### src/sv/bpdc_pkg.sv
// Package for the button press duration classifier.
// Holds the shared types, register map codes and reset constants.
// No dependencies.
package bpdc_pkg;

  localparam int unsigned CntW    = 16;
  localparam int unsigned CfgDets = 3;
  localparam int unsigned RegIdxW = 3;
  localparam int unsigned AddrW   = 5;
  localparam int unsigned DataW   = 32;

  localparam logic [CntW-1:0] HOLD_MAX = 16'hFFFF;

  // Standard window lengths in 1 ms ticks
  localparam logic [CntW-1:0] TICKS_200MS = 16'd200;
  localparam logic [CntW-1:0] TICKS_1S    = 16'd1000;
  localparam logic [CntW-1:0] TICKS_3S    = 16'd3000;
  localparam logic [CntW-1:0] TICKS_10S   = 16'd10000;

  localparam logic [CntW-1:0] RST_MIN [CfgDets] = '{
    TICKS_200MS, TICKS_3S, TICKS_3S};
  localparam logic [CntW-1:0] RST_MAX [CfgDets] = '{
    TICKS_1S, TICKS_10S, TICKS_10S};
  localparam logic [CfgDets-1:0] RST_REL_MODE = 3'b001;
  localparam logic [CntW-1:0]    RST_COOLDOWN = TICKS_200MS;

  // Register indexes
  localparam logic [RegIdxW-1:0] REG_E0_MIN   = 3'd0;
  localparam logic [RegIdxW-1:0] REG_E0_MAX   = 3'd1;
  localparam logic [RegIdxW-1:0] REG_E1_MIN   = 3'd2;
  localparam logic [RegIdxW-1:0] REG_E1_MAX   = 3'd3;
  localparam logic [RegIdxW-1:0] REG_E2_MIN   = 3'd4;
  localparam logic [RegIdxW-1:0] REG_E2_MAX   = 3'd5;
  localparam logic [RegIdxW-1:0] REG_REL_MODE = 3'd6;
  localparam logic [RegIdxW-1:0] REG_COOLDOWN = 3'd7;

  // Operation codes
  localparam logic OP_TICK = 1'b0;
  localparam logic OP_READ = 1'b1;

  typedef struct packed {
    logic tick;     // advance one 1 ms tick
    logic pressed;  // button level for this tick
    logic clr;      // read-and-clear of this detector's flag
  } det_ctrl_t;

  typedef struct packed {
    logic [CntW-1:0] min_ticks;
    logic [CntW-1:0] max_ticks;
    logic            rel_mode;
    logic [CntW-1:0] cooldown;
  } det_cfg_t;

endpackage

### src/sv/bpdc_det.sv
// One press-duration detector: hold counter, cooldown counter and flag.
// Depends on bpdc_pkg for det_ctrl_t, det_cfg_t and counter widths.
module bpdc_det (
  input  logic                 clk,
  input  logic                 rst_n,
  input  bpdc_pkg::det_ctrl_t  ctrl,
  input  bpdc_pkg::det_cfg_t   cfg,
  output logic                 flag_o,
  output logic                 flag_nxt_o
);

  logic [bpdc_pkg::CntW-1:0] hold_r, hold_nxt;
  logic [bpdc_pkg::CntW-1:0] cool_r, cool_nxt;
  logic                      flag_r, flag_nxt;
  logic [bpdc_pkg::CntW-1:0] hold_inc;
  logic                      fire;

  always_comb begin
    hold_nxt = hold_r;
    cool_nxt = cool_r;
    flag_nxt = flag_r;
    hold_inc = hold_r;
    fire     = 1'b0;
    if (ctrl.tick) begin
      if (cool_r != '0) begin
        // frozen while cooling down; count only released ticks
        if (!ctrl.pressed) begin
          cool_nxt = cool_r - 1'b1;
        end
      end else begin
        flag_nxt = 1'b0;
        if (ctrl.pressed && hold_r != bpdc_pkg::HOLD_MAX) begin
          hold_inc = hold_r + 1'b1;
        end
        if (cfg.rel_mode) begin
          fire = !ctrl.pressed && hold_inc >= cfg.min_ticks && hold_inc <= cfg.max_ticks;
        end else begin
          fire = hold_inc >= cfg.min_ticks;
        end
        if (fire) begin
          cool_nxt = cfg.cooldown;
          flag_nxt = 1'b1;
          hold_nxt = '0;
        end else if (!ctrl.pressed) begin
          hold_nxt = '0;
        end else begin
          hold_nxt = hold_inc;
        end
      end
    end else if (ctrl.clr) begin
      flag_nxt = 1'b0;
    end
  end

  always_ff @(posedge clk) begin
    if (!rst_n) begin
      hold_r <= '0;
      cool_r <= '0;
      flag_r <= 1'b0;
    end else begin
      hold_r <= hold_nxt;
      cool_r <= cool_nxt;
      flag_r <= flag_nxt;
    end
  end

  assign flag_o     = flag_r;
  assign flag_nxt_o = flag_nxt;

endmodule

### src/sv/button_press_duration_classifier.sv
// A result is registered and appears in the cycle after its input beat is accepted.
// Throughput: one beat per cycle; the output register lets a new beat in
// whenever it is empty or being drained in the same cycle.
// Reset (synchronous, rst_n low): counters and flags clear, registers take
// their default windows, the output register empties.
module button_press_duration_classifier #(
  parameter int unsigned NUM_DETECTORS = 3
) (
  input  logic                          clk,
  input  logic                          rst_n,
  input  logic                          in_valid,
  output logic                          in_ready,
  input  logic                          in_operation,
  input  logic                          in_pressed,
  input  logic [1:0]                    in_entry,
  output logic                          out_valid,
  input  logic                          out_ready,
  output logic                          out_read_flag,
  output logic [2:0]                    out_flag_bits,
  input  logic                          psel,
  input  logic                          penable,
  input  logic                          pwrite,
  input  logic [bpdc_pkg::AddrW-1:0]    paddr,
  input  logic [bpdc_pkg::DataW-1:0]    pwdata,
  output logic [bpdc_pkg::DataW-1:0]    prdata,
  output logic                          pready
);

  localparam int unsigned CW = bpdc_pkg::CntW;

  // Configuration registers
  logic [CW-1:0]                min_r [bpdc_pkg::CfgDets];
  logic [CW-1:0]                max_r [bpdc_pkg::CfgDets];
  logic [bpdc_pkg::CfgDets-1:0] rel_r;
  logic [CW-1:0]                cool_r;

  logic                         wr_en;
  logic [bpdc_pkg::RegIdxW-1:0] reg_idx;

  assign pready  = 1'b1;
  assign wr_en   = psel && penable && pwrite;
  assign reg_idx = paddr[bpdc_pkg::AddrW-1:2];

  always_ff @(posedge clk) begin
    if (!rst_n) begin
      for (int i = 0; i < bpdc_pkg::CfgDets; i++) begin
        min_r[i] <= bpdc_pkg::RST_MIN[i];
        max_r[i] <= bpdc_pkg::RST_MAX[i];
      end
      rel_r  <= bpdc_pkg::RST_REL_MODE;
      cool_r <= bpdc_pkg::RST_COOLDOWN;
    end else if (wr_en) begin
      unique case (reg_idx)
        bpdc_pkg::REG_E0_MIN:   min_r[0] <= pwdata[CW-1:0];
        bpdc_pkg::REG_E0_MAX:   max_r[0] <= pwdata[CW-1:0];
        bpdc_pkg::REG_E1_MIN:   min_r[1] <= pwdata[CW-1:0];
        bpdc_pkg::REG_E1_MAX:   max_r[1] <= pwdata[CW-1:0];
        bpdc_pkg::REG_E2_MIN:   min_r[2] <= pwdata[CW-1:0];
        bpdc_pkg::REG_E2_MAX:   max_r[2] <= pwdata[CW-1:0];
        bpdc_pkg::REG_REL_MODE: rel_r    <= pwdata[bpdc_pkg::CfgDets-1:0];
        bpdc_pkg::REG_COOLDOWN: cool_r   <= pwdata[CW-1:0];
        default: ;
      endcase
    end
  end

  always_comb begin
    prdata = '0;
    unique case (reg_idx)
      bpdc_pkg::REG_E0_MIN:   prdata = {{(bpdc_pkg::DataW-CW){1'b0}}, min_r[0]};
      bpdc_pkg::REG_E0_MAX:   prdata = {{(bpdc_pkg::DataW-CW){1'b0}}, max_r[0]};
      bpdc_pkg::REG_E1_MIN:   prdata = {{(bpdc_pkg::DataW-CW){1'b0}}, min_r[1]};
      bpdc_pkg::REG_E1_MAX:   prdata = {{(bpdc_pkg::DataW-CW){1'b0}}, max_r[1]};
      bpdc_pkg::REG_E2_MIN:   prdata = {{(bpdc_pkg::DataW-CW){1'b0}}, min_r[2]};
      bpdc_pkg::REG_E2_MAX:   prdata = {{(bpdc_pkg::DataW-CW){1'b0}}, max_r[2]};
      bpdc_pkg::REG_REL_MODE:
        prdata = {{(bpdc_pkg::DataW-bpdc_pkg::CfgDets){1'b0}}, rel_r};
      bpdc_pkg::REG_COOLDOWN: prdata = {{(bpdc_pkg::DataW-CW){1'b0}}, cool_r};
      default: ;
    endcase
  end

  // Handshake and output register
  logic       out_valid_r, out_valid_nxt;
  logic       rd_flag_r, rd_flag_nxt;
  logic [2:0] flag_bits_r, flag_bits_nxt;
  logic       in_acc;

  assign in_ready = !out_valid_r || out_ready;
  assign in_acc   = in_valid && in_ready;

  logic [NUM_DETECTORS-1:0] flag_cur;
  logic [NUM_DETECTORS-1:0] flag_nxt;

  for (genvar g = 0; g < NUM_DETECTORS; g++) begin : g_det
    bpdc_pkg::det_ctrl_t ctrl;
    bpdc_pkg::det_cfg_t  cfg;

    assign ctrl.tick    = in_acc && (in_operation == bpdc_pkg::OP_TICK);
    assign ctrl.pressed = in_pressed;
    assign ctrl.clr     = in_acc && (in_operation == bpdc_pkg::OP_READ)
                          && (int'(in_entry) == g);

    if (g < bpdc_pkg::CfgDets) begin : g_cfg
      assign cfg.min_ticks = min_r[g];
      assign cfg.max_ticks = max_r[g];
      assign cfg.rel_mode  = rel_r[g];
    end else begin : g_fixed
      // extra detectors keep the last detector's default window
      assign cfg.min_ticks = bpdc_pkg::RST_MIN[bpdc_pkg::CfgDets-1];
      assign cfg.max_ticks = bpdc_pkg::RST_MAX[bpdc_pkg::CfgDets-1];
      assign cfg.rel_mode  = 1'b0;
    end
    assign cfg.cooldown = cool_r;

    bpdc_det u_det (
      .clk        (clk),
      .rst_n      (rst_n),
      .ctrl       (ctrl),
      .cfg        (cfg),
      .flag_o     (flag_cur[g]),
      .flag_nxt_o (flag_nxt[g])
    );
  end

  always_comb begin
    rd_flag_nxt   = rd_flag_r;
    flag_bits_nxt = flag_bits_r;
    out_valid_nxt = out_valid_r && !out_ready;
    if (in_acc) begin
      out_valid_nxt = 1'b1;
      rd_flag_nxt   = 1'b0;
      if (in_operation == bpdc_pkg::OP_READ) begin
        for (int i = 0; i < NUM_DETECTORS; i++) begin
          if (int'(in_entry) == i) begin
            rd_flag_nxt = flag_cur[i];
          end
        end
      end
      flag_bits_nxt = '0;
      for (int i = 0; i < NUM_DETECTORS && i < 3; i++) begin
        flag_bits_nxt[i] = flag_nxt[i];
      end
    end
  end

  always_ff @(posedge clk) begin
    if (!rst_n) begin
      out_valid_r <= 1'b0;
    end else begin
      out_valid_r <= out_valid_nxt;
    end
  end

  always_ff @(posedge clk) begin
    rd_flag_r   <= rd_flag_nxt;
    flag_bits_r <= flag_bits_nxt;
  end

  assign out_valid     = out_valid_r;
  assign out_read_flag = rd_flag_r;
  assign out_flag_bits = flag_bits_r;

endmodule

### config.mk
export PLATFORM = sky130hd
export DESIGN_NAME = button_press_duration_classifier
export DESIGN_NICKNAME = d
export VERILOG_FILES = /design/src/sv/bpdc_pkg.sv /design/src/sv/bpdc_det.sv /design/src/sv/button_press_duration_classifier.sv
export SDC_FILE = /design/constraint.sdc
export NUM_CORES = 1
export LEC_CHECK = 0
export BUFFER_PORTS_ARGS = -buffer_cell sky130_fd_sc_hd__clkbuf_2
export CAP_MARGIN = 10
export CORE_UTILIZATION = 50
export DETAILED_ROUTE_END_ITERATION = 7
export GPL_ROUTABILITY_DRIVEN = 0
export MAX_ROUTING_LAYER = met4
export PLACE_DENSITY = 0.76
export SLEW_MARGIN = 20
export SYNTH_ARGS = -nofsm -noshare
export SYNTH_HDL_FRONTEND = slang
export SYNTH_HIERARCHICAL = 1
export SYNTH_SLANG_ARGS = --single-unit
### constraint.sdc
create_clock -name clk -period 6.1 [get_ports clk]
set_input_delay 0.915 -clock clk [delete_from_list [all_inputs] [get_ports clk]]
set_output_delay 0.915 -clock clk [all_outputs]
set_load 0.05 [all_outputs]
; Yosys cells after proc, flatten, opt, wreduce, memory -nomap -nowiden
; Memory sizes are Yosys's and may differ from the RTL's.
; Cells that the tools add are included.
[classes]
addsub = 6
n_lt_le_gt_ge = 6
n_eq_ne = 15
mux = 81
n_bitwise = 10
reduce_logical = 38
[ops]
columns = op, n
row1 = 16-bit 2-to-1 mux, 30
row2 = 32-bit one-hot mux with 8 select lines, 1
row3 = 1-bit 2-to-1 mux, 50
row4 = "16-bit by 1-bit adder with 16-bit output, second input constant", 3
row5 = 16-bit greater-or-equal comparator, 3
row6 = 16-bit <= comparator, 3
row7 = "16-bit != test, second input constant", 3
row8 = 16-bit nonzero test, 3
row9 = "16-bit by 1-bit subtractor with 16-bit output, second input constant", 3
row10 = 1-bit logical AND, 18
row11 = "3-bit equality test, second input constant", 4
row12 = 2-bit AND reduction, 5
row13 = 3-bit AND reduction, 3
row14 = "3-bit by 2-bit equality test with 1-bit output, second input constant", 2
row15 = "2-bit != test, second input constant", 3
row16 = 1-bit OR, 6
row17 = 2-bit nonzero test, 3
row18 = "2-bit equality test, second input constant", 2
row19 = 1-bit NOT, 4
row20 = "3-bit by 1-bit equality test with 1-bit output, second input constant", 1
row21 = 1-bit zero test, 3
row22 = 3-bit zero test, 1
row23 = 2-bit zero test, 1
row24 = 1-bit logical OR, 1
[word_totals]
regBits = 123
mem_bits_rw = 96
in_bits = 48
elab_cells = 172
mem_count = 2
[memory_table]
columns = name, depth, word_bits, rd, rd_clocked_by_memory_dff, write_ports, line
row1 = max_r, 3, 16, 3, 0, 3, button_press_duration_classifier.sv:33  ; logic [CW-1:0] max_r [bpdc_pkg::CfgDets];
row2 = min_r, 3, 16, 3, 0, 3, button_press_duration_classifier.sv:32  ; logic [CW-1:0] min_r [bpdc_pkg::CfgDets];

; Logic depth before layout (Yosys ltp)
; Gate-level depths: netlist of the first run.
[depth]
depth_word = 14
ltp_mapped = 17

; Hierarchy
; Netlist of the first run, hierarchy kept.
[modules_own_cells]
columns = module, instances, cells_each, area_per_inst_um2, seq_area_each_um2
row1 = bpdc_det at g_det[1].u_det ..., 2, 368, 2846.5, 660.6
row2 = button_press_duration_classifier, 1, 426, 5392.7, 3403.3
row3 = bpdc_det at g_det[0].u_det, 1, 376, 2840.2, 660.6

; Worst setup path before layout of the first run
; Ideal clock, no wire load.
[synth_timing]
path_type = input to register
startpoint = in in_pressed
endpoint = reg g_det[0].u_det/cool_r[8] (netlist name)
setup_ns = 0.118
t_arrival_ns = 4.293
required_time_ns = 5.982
slack_ns = 1.689
cell_stages = 15
path_buffers = 2
cell_sequence = clkbuf_1 > nand3_1 > or3_1 > clkbuf_1 > nor4_1 > xnor2_1 > inv_1 > ha_1 > nand4_1 > nor3_1 > nor3b_1 > a21boi_0 > a2111oi_0 > o2111ai_1 > o2111a_1
[synth_via]
elab_chain_cells = 12
[synth_rtl]
columns = element, line
row1 = from (decl), button_press_duration_classifier.sv:14  ; input logic in_pressed,
row2 = 1-bit logical AND, bpdc_det.sv:32  ; if (ctrl.pressed && hold_r != bpdc_pkg::HOLD_MAX) begin
row3 = 16-bit 2-to-1 mux, bpdc_det.sv:32
row4 = 16-bit 2-to-1 mux, bpdc_det.sv:25  ; if (cool_r != '0) begin
row5 = 16-bit 2-to-1 mux, bpdc_det.sv:24  ; if (ctrl.tick) begin
row6 = 16-bit greater-or-equal comparator, "bpdc_det.sv:36, bpdc_det.sv:38"
row7 = 1-bit logical AND (2 in series), bpdc_det.sv:36  ; fire = !ctrl.pressed && hold_inc >= cfg.min_ticks && hold_inc <= cfg.max_ticks;
row8 = 1-bit 2-to-1 mux, bpdc_det.sv:35  ; if (cfg.rel_mode) begin
row9 = 1-bit 2-to-1 mux, bpdc_det.sv:25
row10 = 1-bit 2-to-1 mux, bpdc_det.sv:24
row11 = 2-bit nonzero test (no source line), n/a
row12 = 3-bit AND reduction (no source line) *, n/a
row13 = to (signal assigned), bpdc_det.sv:62  ; cool_r <= cool_nxt;
row14 = to (decl), bpdc_det.sv:13  ; logic [bpdc_pkg::CntW-1:0] cool_r, cool_nxt;
; Mark *: on every way between the ends. The rest lies on a longest branch, timed or not. The select of a mux whose other input is x is not followed.
; A chain may end at the register's enable or synchronous reset.

; Final worst setup path of the first run
[layout_timing]
startpoint = reg g_det[0].u_det/hold_r[3] (netlist name)
endpoint = reg g_det[0].u_det/cool_r[8] (netlist name)
[layout_via]
elab_chain_cells = 13
[layout_rtl]
columns = element, line
row1 = from (decl), bpdc_det.sv:12  ; logic [bpdc_pkg::CntW-1:0] hold_r, hold_nxt;
row2 = from (signal assigned), bpdc_det.sv:61  ; hold_r <= hold_nxt;
row3 = "parallel branches: the longest is 2 deep, another holds 16-bit by 1-bit adder with 16-bit output", n/a
row4 = 16-bit 2-to-1 mux *, bpdc_det.sv:32
row5 = 16-bit 2-to-1 mux *, bpdc_det.sv:25
row6 = 16-bit 2-to-1 mux *, bpdc_det.sv:24
row7 = 16-bit greater-or-equal comparator, "bpdc_det.sv:36, bpdc_det.sv:38"
row8 = 1-bit logical AND (2 in series), bpdc_det.sv:36
row9 = 1-bit 2-to-1 mux *, bpdc_det.sv:35
row10 = 1-bit 2-to-1 mux *, bpdc_det.sv:25
row11 = 1-bit 2-to-1 mux *, bpdc_det.sv:24
row12 = 2-bit nonzero test (no source line) *, n/a
row13 = 3-bit AND reduction (no source line) *, n/a
; Every way passes the cells marked *. The select of a mux whose other input is x is not followed.

==> results of run 1 <==
## cells by family after synthesis
group,share of synthesized area
AOI/OAI and AO/OA,0.168
xor gates and xnor gates,0.0340
adders and majority gates,0.0943
buffers and inverters,0.0732
DFF,0.387
muxes,0.0321
other,0.000539
and+or+nand+nor,0.211
## cells in the mapped netlist, drive strengths merged (4+ instances only)
library cell  instances  area (um2)
buf                  46         370
o2111ai               8        70.1
clkbuf               35         135
or3b                 11        96.3
a211oi               17         140
o311ai               12         105
nor4                 32         213
or3                  20         125
a221o                 9        90.1
nor2                108         408
nand3b               12        90.1
o21ai                84         469
a21oi               106         531
mux2i                27         270
o22a                  5        43.8
mux4                  5         120
or2                   6        42.6
nand3                50         250
nor3b                13        97.6
nor2b                10        65.1
nand2               135         532
a31oi                 6        50.0
xor2                 25         219
o31ai                18         155
nor3                 29         161
ha                  105        1310
o22ai                 4        25.0
edfxtp              100        3000
xnor2                29         254
inv                 137         514
nand4                29         181
a22oi                10        75.1
a221oi                4        35.0
and4                  6        52.6
a21o                 15         113
mux2                  5        56.3
dfxtp               119        2380
o21a                  5        37.5
nand2b               24         150
and3                 25         159
o211ai               11        82.6
and2                 38         245
## flip-flops by register name, indices dropped and copies added, names as in the netlist
| register | flops |
|---|---|
| g_det.u_det/hold_r | 48 |
| rel_r | 3 |
| g_det.u_det/flag_o | 3 |
| max_r | 48 |
| cool_r | 16 |
| min_r | 48 |
| out_flag_bits | 3 |
| out_read_flag | 1 |
| g_det.u_det/cool_r | 48 |
| out_valid | 1 |
## per-layer routing
metal,routed length [um],vias up,share of wire
met5,0,-,0
met4,1750,0,0.044
met3,3500,119,0.089
met2,18000,573,0.46
met1,16300,5597,0.41
li1,-,5627,-
## stage by stage
step / hold WS (ns) / util
after detailed placement: 0.451 / 0.529
after CTS: 0.464 / 0.559
after global routing: 0.490 / 0.560
final: 0.457 / 0.560
after global placement: 0.440 / 0.529
after floorplan: 0.429 / -
## worst reg2reg max path: stages (launching register included)
cell                        delay, ns
sky130_fd_sc_hd__dfxtp_1         0.44
sky130_fd_sc_hd__nand3_1         0.15
sky130_fd_sc_hd__nor2_1          0.16
sky130_fd_sc_hd__nand3_1         0.13
sky130_fd_sc_hd__or3_1           0.53
sky130_fd_sc_hd__nor4_1          0.28
sky130_fd_sc_hd__xnor2_1         0.21
sky130_fd_sc_hd__inv_1           0.10
sky130_fd_sc_hd__ha_1            0.33
sky130_fd_sc_hd__nand4_1         0.14
sky130_fd_sc_hd__nor3_1          0.43
sky130_fd_sc_hd__nor3b_1         0.37
sky130_fd_sc_hd__a21boi_0        0.37
sky130_fd_sc_hd__a2111oi_0       0.65
sky130_fd_sc_hd__o2111ai_1       0.21
sky130_fd_sc_hd__o2111a_1        0.16
## worst max-delay path by stage
stage,startpoint,end,slack [ns]
2_1_floorplan,in_pressed,g_det[0].u_det/cool_r[8]$_SDFFE_PN0P_,1.69
3_3_place_gp,in_pressed,g_det[0].u_det/cool_r[8]$_SDFFE_PN0P_,0.98
3_5_place_dp,in_pressed,g_det[0].u_det/cool_r[8]$_SDFFE_PN0P_,0.92
4_1_cts,g_det[0].u_det/hold_r[3]$_SDFFE_PN0P_,g_det[0].u_det/cool_r[8]$_SDFFE_PN0P_,1.38
5_1_grt,g_det[0].u_det/hold_r[3]$_SDFFE_PN0P_,g_det[0].u_det/cool_r[8]$_SDFFE_PN0P_,0.89
6_report,g_det[0].u_det/hold_r[3]$_SDFFE_PN0P_,g_det[0].u_det/cool_r[8]$_SDFFE_PN0P_,1.32
## power groups by stage
stage	Combinational (uW)	Clock [uW]	Sequential, uW
floorplan	972	0	1700
global placement	1240	0	1710
detailed placement	1270	0	1720
CTS	1270	1490	1680
global route	1450	1550	1690
finish	1310	1480	1690
## layout make-up
| cell class | count | area (um2) | share of cell area |
|---|---|---|---|
| Inverter | 137 | 514 | 0.0339 |
| Timing Repair Buffer | 67 | 375 | 0.0248 |
| Clock inverter | 16 | 138 | 0.00908 |
| Clock buffer | 32 | 673 | 0.0444 |
| Sequential cell | 219 | 5390 | 0.355 |
| Multi-Input combinational cell | 1116 | 7610 | 0.502 |
| Tap cell | 372 | 465 | 0.0307 |
==> results.toml, run 1 <==
[status]
outcome = "completed"

[yosys]
syn_area_mm2 = 0.0139
dominantRegCellSynth = "sky130_fd_sc_hd__dfxtp_1"
syn-instance-count = 1538
synth_edf_count = 100
ys_async_sr_fraction = 0
yosys_register_bits = 219
synth.distinct_cells = 87
syn_area_per_cell_um2 = 9.05
synth-seq-area-share = 0.387
synth-warning-count = 6

[hold_path]
hold_class = "flip-flop to flip-flop"
worst_hold_path.num_cells = 2
worstHoldStart = "g_det[0].u_det/hold_r[6]$_SDFFE_PN0P_"
hold_end = "g_det[0].u_det/hold_r[6]$_SDFFE_PN0P_"

[power_and_ir_drop]
power_report.internal_total_uw = 2860
leakage_uw = 0.00636
report.power.total_uw = 4480
cellPowerDensity_mw_per_mm2 = 295
pwr-share-comb = 0.292
worst_ir_drop_vdd_mv = 0.360
power.share.clock = 0.331
seq_power_share = 0.377
netSwitchingFraction = 0.360
power_switching_uw = 1610

[sta]
final_critical_path_setup_slack_ns = 1.32
setup_viol_count_final = 0
layout_min_cycle_time_ns = 4.78
final_hold_viol_count = 0
clock.fmax_mhz = 209
final_period_util = 0.784
fin_setup_tns_ns = 0
maxSlewViolCount = 0
setup_repair_after_global_routing_missed_its_margin = "no"
finClkSkew_ns = 0.0244
maxSlewHeadroom = 0.301
worst_pin_slew_ns = 1.05

[cts]
tritoncts.num_buffers = 26
cts_resized = 0
ctsRootBufferMaster = "sky130_fd_sc_hd__clkbuf_16"
cts_tree = "built"
cts.path.max_buffers = 3
cts_hold_buf = 0
clk_pin_slew_ns = 0.07
later_pin_clock_latency_in_the_skew_report_ns = 0.55
cts_setup_buffers = 0
clock_h_tree_levels = 1
tritoncts_num_sinks = 219

[placed_design]
dp_cells = 1911
place_hpwl_mm = 29.4
buffer_ports.inserted = 51
post_dp_cell_area_mm2 = 0.0143
place_ws_ns = 0.924

[critical_path]
critical_r2r_launch = "g_det[0].u_det/hold_r[3]$_SDFFE_PN0P_"
end_kind = "flip-flop"
worst-endpoint-required_ns = 6.53
critical-path-slowest-cell = "sky130_fd_sc_hd__a2111oi_0"
cp_max_fo = 7
timing.reg2reg.setup_slack_ns = 1.32
rr_worst_depth = 15
critPathLaunchType = "flip-flop"
worst_path_dominant_cell_family = "simple AND/OR/NAND/NOR gates"
critical_path_depth = 15
timing.critical_path.slowest_cell_delay_ns = 0.65
critPathArrivalTime_ns = 5.21
list_of_cells_traversed_by_the_critical_path = "nand3_1, nor2_1, nand3_1, or3_1, nor4_1, xnor2_1, inv_1, ha_1, nand4_1, nor3_1, nor3b_1, a21boi_0, a2111oi_0, o2111ai_1, o2111a_1"
timing.setup.critical_path_class = "flip-flop to flip-flop"
critical-path-top-cell-by-count = "sky130_fd_sc_hd__nand3_1"
worstReg2RegEnd = "g_det[0].u_det/cool_r[8]$_SDFFE_PN0P_"
crit_buf_inv = 1

[die]
floorplan.die_area_mm2 = 0.0285
number_of_ports_placed_on_the_die_boundary = 87
row_count = 60
initial_standard_cell_utilization_of_the_core = 0.514
die_height_um = 169
die_w_um = 169
fp.coreArea_mm2 = 0.0271

[finish]
diodes = 0
num-nets-final = 1720
layout.cells.most_common_list = "137 x sky130_fd_sc_hd__inv_1, 131 x sky130_fd_sc_hd__nand2_1, 119 x sky130_fd_sc_hd__dfxtp_1"
nFillCells = 2358
final_cell_count_no_fill = 1959
drive_gt1_frac = 0.113
stdcell_area_mm2 = 0.0152
flow.area_growth_from_synthesis_pct = 8.89
layout_commonest_cell = "sky130_fd_sc_hd__inv_1"

[grt]
wire_length_of_the_first_global_routing_pass_mm = 62.1
use_met1 = 0.374
grt_usage = 0.288
number_of_antenna_violations_at_the_first_check_in_global_routing = 1
first_global_vias = 11300
grt_remaining_overflow = 0
met2_usage = 0.449
use_met3 = 0.0463
maximum_number_of_pins_on_one_net_before_global_route_repair = 74
grt_busiest_layer = "met2"

[routing]
total_vias_in_the_final_route = 11900
routed_wirelength_mm = 39.5
drt_iter0_drc = 1218
postRouteAntennaNets = 0
wl_per_cell_um = 20.2
firstDrtPassIters = 8
route.detailed.vias_per_inst = 6.08
drcViolationCount = 0

[run]
drv_cap = 0
(Power assumes the default switching activity.)
==> run 2: changes to the inputs <==
==> constraint.sdc (replaced) <==
create_clock -name clk -period 4.9 [get_ports clk]
set_input_delay 0.735 -clock clk [delete_from_list [all_inputs] [get_ports clk]]
set_output_delay 0.735 -clock clk [all_outputs]
set_load 0.05 [all_outputs]
==> results.toml, run 2 (synthesized netlist as in run 1, its figures left out) <==
[grt]
number_of_antenna_violations_at_the_first_check_in_global_routing = 0
wire_length_of_the_first_global_routing_pass_mm = 62.9
grt_usage = 0.292
first_global_vias = 11400
grt_remaining_overflow = 0
maximum_number_of_pins_on_one_net_before_global_route_repair = 60

[finish]
layout.cells.most_common_list = "137 x sky130_fd_sc_hd__inv_1, 131 x sky130_fd_sc_hd__nand2_1, 119 x sky130_fd_sc_hd__dfxtp_1"
nFillCells = 2385
layout_commonest_cell = "sky130_fd_sc_hd__inv_1"
flow.area_growth_from_synthesis_pct = 9.61
diodes = 0
multi_input_comb_area_mm2 = 0.00761
num-nets-final = 1728
drive_gt1_frac = 0.116
regArea_mm2 = 0.00539

[cts]
clk_pin_slew_ns = 0.06
cts_tree = "built"
cts.path.max_buffers = 3
later_pin_clock_latency_in_the_skew_report_ns = 0.55
tritoncts_num_sinks = 219
clock_h_tree_levels = 1
tritoncts.num_buffers = 25
cts_hold_buf = 0
ctsRootBufferMaster = "sky130_fd_sc_hd__clkbuf_16"

[die]
die_w_um = 169
number_of_ports_placed_on_the_die_boundary = 87
initial_standard_cell_utilization_of_the_core = 0.514
die_height_um = 169
fp.coreArea_mm2 = 0.0271
floorplan.die_area_mm2 = 0.0285
row_count = 60

[power_and_ir_drop]
cellPowerDensity_mw_per_mm2 = 371
leakage_uw = 0.00643
worst_ir_drop_vdd_mv = 0.409

[critical_path]
timing.reg2reg.setup_slack_ns = 0.23
critical-path-slowest-cell = "sky130_fd_sc_hd__or4b_4"
list_of_cells_traversed_by_the_critical_path = "nand3_1, nor2_1, nand3_1, or3_1, nor4_1, xnor2_1, inv_1, ha_1, nand4_1, nor3_1, nor3b_1, a221o_2, a21o_1, or4b_4, o21ai_0"
timing.critical_path.slowest_cell_delay_ns = 0.61
timing.setup.critical_path_class = "flip-flop to flip-flop"
worstReg2RegEnd = "g_det[0].u_det/hold_r[1]$_SDFFE_PN0P_"
critPathCapture = "g_det[0].u_det/hold_r[1]$_SDFFE_PN0P_"
worst_setup_path_startpoint = "g_det[0].u_det/hold_r[3]$_SDFFE_PN0P_"
rr_worst_depth = 15
end_kind = "flip-flop"
critPathLaunchType = "flip-flop"
critical-path-top-cell-by-count = "sky130_fd_sc_hd__nand3_1"
critPathArrivalTime_ns = 5.14
cp_max_fo = 12
worst-endpoint-required_ns = 5.37
critical_r2r_launch = "g_det[0].u_det/hold_r[3]$_SDFFE_PN0P_"

[run]
drv_cap = 0

[sta]
final_hold_viol_count = 0
final_critical_path_setup_slack_ns = 0.232
worst_pin_slew_ns = 1.16
setup_viol_count_final = 0
fin_worst_hold_slack_ns = 0.448
final_period_util = 0.953
setup_repair_after_global_routing_missed_its_margin = "yes"
layout_min_cycle_time_ns = 4.67
finClkSkew_ns = 0.0117
maxSlewHeadroom = 0.227
clock.fmax_mhz = 214
maxSlewViolCount = 0

[routing]
total_vias_in_the_final_route = 12200
drcViolationCount = 0
postRouteAntennaNets = 0
drt_iter0_drc = 1336
firstDrtPassIters = 6
route.detailed.vias_per_inst = 6.20
routed_wirelength_mm = 40.4
wl_per_cell_um = 20.5

[status]
outcome = "completed"

[hold_path]
worst_hold_path.num_cells = 3
hold_class = "primary input to flip-flop"

[placed_design]
buffer_ports.inserted = 51
place_hpwl_mm = 29.8
place_ws_ns = 0.0307
[run 2: how the worst min path moves through the flow]
stage	start	endpoint	slack (ns)
finish	in_valid	out_valid$_SDFF_PN0_	0.45
global route	in_valid	out_valid$_SDFF_PN0_	0.48
CTS	in_valid	out_valid$_SDFF_PN0_	0.44
detailed placement	g_det[0].u_det/hold_r[6]$_SDFFE_PN0P_	g_det[0].u_det/hold_r[6]$_SDFFE_PN0P_	0.45
global placement	g_det[0].u_det/hold_r[6]$_SDFFE_PN0P_	g_det[0].u_det/hold_r[6]$_SDFFE_PN0P_	0.44
floorplan	g_det[0].u_det/hold_r[6]$_SDFFE_PN0P_	g_det[0].u_det/hold_r[6]$_SDFFE_PN0P_	0.43
[run 2: area by class of cell]
cell class / count / area share
sequential: 219 / 0.353
clock buffer: 33 / 0.0436
multi-input combinational: 1116 / 0.499
timing repair buffer: 76 / 0.0307
clock inverter: 13 / 0.0102
inverter: 137 / 0.0337
tap: 372 / 0.0305
[run 2: report_power, final]
part	switching (uW)	leakage (uW)	internal, uW	total, uW
sequential	92.3	0.00193	2010	2100
clock	793	0.000402	1120	1910
combinational	1120	0.00409	520	1640
total	2010	0.00643	3650	5660
[run 2: metrics by stage]
stage	instances	area [um2]	setup TNS, ns	power (uW)	utilization
floorplan	1553	14000	0	3320	-
global route	1966	15300	-0.0368	5870	0.563
CTS	1965	15200	0	5610	0.562
detailed placement	1919	14400	0	3720	0.532
finish	1966	15300	0	5660	0.563
global placement	1919	14400	0	3670	0.532
[run 2: routing by layer]
| layer | wire (um) | track usage |
|---|---|---|
| met2 | 18400 | 0.448 |
| met1 | 16600 | 0.384 |
| met5 | 0 | - |
| met3 | 3630 | 0.0437 |
| met4 | 1720 | 0.124 |
[run 2: critical path: cells and delay by family (launching register included)]
family / cells / cell delay, ns
fa+ha+maj: 1 / 0.32
compound gates: 3 / 0.70
xor+xnor: 1 / 0.20
simple gates: 9 / 2.80
flops: 1 / 0.45
buf+inv: 1 / 0.10
[run 2: what timing repair did]
action / CTS / global route
buffers inserted: 0 / 1
endpoints found under the setup margin: 0 / 27
resized for setup: 0 / 4
==> run 3: changes to the inputs <==
--- a/config.mk
+++ b/config.mk
@@ -5,8 +5,9 @@
 export SDC_FILE = /design/constraint.sdc
 export NUM_CORES = 1
 export LEC_CHECK = 0
-export BUFFER_PORTS_ARGS = -buffer_cell sky130_fd_sc_hd__clkbuf_2
+export BUFFER_PORTS_ARGS = -buffer_cell sky130_fd_sc_hd__buf_4
 export CAP_MARGIN = 10
+export CORE_MARGIN = 2
 export CORE_UTILIZATION = 50
 export DETAILED_ROUTE_END_ITERATION = 7
 export GPL_ROUTABILITY_DRIVEN = 0
==> constraint.sdc (replaced) <==
create_clock -name clk -period 5.8 [get_ports clk]
set_input_delay 0.87 -clock clk [delete_from_list [all_inputs] [get_ports clk]]
set_output_delay 0.87 -clock clk [all_outputs]
set_load 0.05 [all_outputs]
==> results.toml, run 3 (synthesized netlist as in run 1, its figures left out) <==
[routing]
wl_per_cell_um = 20.8
total_vias_in_the_final_route = 11900
firstDrtPassIters = 6
routed_wirelength_mm = 40.8
drt_iter0_drc = 1318
drcViolationCount = 0
postRouteAntennaNets = 0
route.detailed.vias_per_inst = 6.08

[sta]
worst_pin_slew_ns = 1.10
maxSlewHeadroom = 0.262
fin_worst_hold_slack_ns = 0.475
clock.fmax_mhz = 200
final_hold_viol_count = 0
layout_min_cycle_time_ns = 4.99
fin_setup_tns_ns = 0
final_period_util = 0.861
finClkSkew_ns = 0.0244
setup_viol_count_final = 0
maxSlewViolCount = 0
setup_repair_after_global_routing_missed_its_margin = "no"

[finish]
drive_gt1_frac = 0.109
flow.area_growth_from_synthesis_pct = 9.54
num-nets-final = 1717
stdcell_area_mm2 = 0.0153
layout.cells.most_common_list = "137 x sky130_fd_sc_hd__inv_1, 131 x sky130_fd_sc_hd__nand2_1, 119 x sky130_fd_sc_hd__dfxtp_1"
nFillCells = 2442
layout_commonest_cell = "sky130_fd_sc_hd__inv_1"

[power_and_ir_drop]
cellPowerDensity_mw_per_mm2 = 309
worst_ir_drop_vdd_mv = 0.363
leakage_uw = 0.00638

[cts]
clk_pin_slew_ns = 0.07
cts_tree = "built"
clock_h_tree_levels = 1
cts.path.max_buffers = 3
ctsRootBufferMaster = "sky130_fd_sc_hd__clkbuf_16"
tritoncts_num_sinks = 219
cts_setup_buffers = 0
cts_hold_buf = 0
cts_resized = 0
later_pin_clock_latency_in_the_skew_report_ns = 0.56
tritoncts.num_buffers = 25

[status]
outcome = "completed"

[critical_path]
rr_worst_depth = 15
end_kind = "flip-flop"
worstReg2RegEnd = "g_det[0].u_det/cool_r[8]$_SDFFE_PN0P_"
timing.reg2reg.setup_slack_ns = 0.81
worst-endpoint-required_ns = 6.23
critical_r2r_launch = "g_det[0].u_det/hold_r[3]$_SDFFE_PN0P_"
critPathArrivalTime_ns = 5.42
timing.setup.critical_path_class = "flip-flop to flip-flop"
critPathLaunchType = "flip-flop"
cp_max_fo = 7

[grt]
grt_usage = 0.290
maximum_number_of_pins_on_one_net_before_global_route_repair = 50
first_global_vias = 11600
wire_length_of_the_first_global_routing_pass_mm = 63.8
grt_remaining_overflow = 0
number_of_antenna_violations_at_the_first_check_in_global_routing = 1

[die]
floorplan.die_area_mm2 = 0.0292
initial_standard_cell_utilization_of_the_core = 0.504
row_count = 61
die_height_um = 171
die_w_um = 171
number_of_ports_placed_on_the_die_boundary = 87
fp.coreArea_mm2 = 0.0276

[placed_design]
post_dp_cell_area_mm2 = 0.0145
buffer_ports.inserted = 51
place_hpwl_mm = 29.9

[hold_path]
hold_end = "g_det[0].u_det/hold_r[6]$_SDFFE_PN0P_"
worstHoldStart = "g_det[0].u_det/hold_r[6]$_SDFFE_PN0P_"
hold_class = "flip-flop to flip-flop"
worst_hold_path.num_cells = 2

[run]
drv_cap = 0
## run 3: area by class of cell
cell class / instances / area [um2] / share of cell area
multi-input cells: 1116 / 7600 / 0.498
clock buffers: 36 / 717 / 0.0470
well taps: 378 / 473 / 0.0310
clock inverters: 10 / 71.3 / 0.00468
flip-flops and latches: 219 / 5390 / 0.353
inverters: 137 / 514 / 0.0337
diodes: 1 / 2.50 / 0.000164
repair buffers: 65 / 488 / 0.0320
## run 3: worst max-delay path by stage
stage | from | endpoint | slack (ns) | cells past startpoint
2_1_floorplan | in_pressed | g_det[0].u_det/cool_r[8]$_SDFFE_PN0P_ | 1.43 | 15
3_3_place_gp | in_pressed | g_det[0].u_det/cool_r[8]$_SDFFE_PN0P_ | 0.80 | 14
3_5_place_dp | in_pressed | g_det[0].u_det/cool_r[8]$_SDFFE_PN0P_ | 0.63 | 14
4_1_cts | g_det[0].u_det/hold_r[3]$_SDFFE_PN0P_ | g_det[0].u_det/cool_r[8]$_SDFFE_PN0P_ | 0.88 | 15
5_1_grt | g_det[0].u_det/hold_r[3]$_SDFFE_PN0P_ | g_det[0].u_det/cool_r[8]$_SDFFE_PN0P_ | 0.42 | 15
6_report | g_det[0].u_det/hold_r[3]$_SDFFE_PN0P_ | g_det[0].u_det/cool_r[8]$_SDFFE_PN0P_ | 0.81 | 15
## run 3: through the flow
stage / worst slack [ns] / utilization / instances / total power (uW)
finish: 0.806 / 0.552 / 1962 / 4710
global route: 0.423 / 0.552 / 1962 / 4890
CTS: 0.884 / 0.552 / 1961 / 4680
detailed placement: 0.626 / 0.523 / 1915 / 3160
global placement: 0.803 / 0.523 / 1915 / 3120
floorplan: 1.43 / - / 1553 / 2810
## run 3: layer usage
layer	routed length, um	track usage	vias up
met5	0	-	-
met4	2160	0.136	0
met3	3190	0.0419	127
met2	18900	0.463	587
met1	16500	0.365	5609
li1	-	-	5611
## run 3: power by group
group / internal (uW) / leakage, uW / switching, uW / total (uW)
clock: 864 / 0.000384 / 672 / 1540
combinational: 452 / 0.00407 / 949 / 1400
sequential: 1700 / 0.00193 / 76.6 / 1770
total: 3010 / 0.00638 / 1700 / 4710
## run 3: critical path, cell delays in order, from the launching register on
cell and delay (ns):
sky130_fd_sc_hd__dfxtp_1 0.45, sky130_fd_sc_hd__nand3_1 0.16, sky130_fd_sc_hd__nor2_1 0.16, sky130_fd_sc_hd__nand3_1 0.14, sky130_fd_sc_hd__or3_1 0.54, sky130_fd_sc_hd__nor4_1 0.29
sky130_fd_sc_hd__xnor2_1 0.22, sky130_fd_sc_hd__inv_1 0.10, sky130_fd_sc_hd__ha_1 0.33, sky130_fd_sc_hd__nand4_1 0.14, sky130_fd_sc_hd__nor3_1 0.49, sky130_fd_sc_hd__nor3b_1 0.39
sky130_fd_sc_hd__a21boi_0 0.39, sky130_fd_sc_hd__a2111oi_0 0.72, sky130_fd_sc_hd__o2111ai_1 0.21, sky130_fd_sc_hd__o2111a_1 0.16
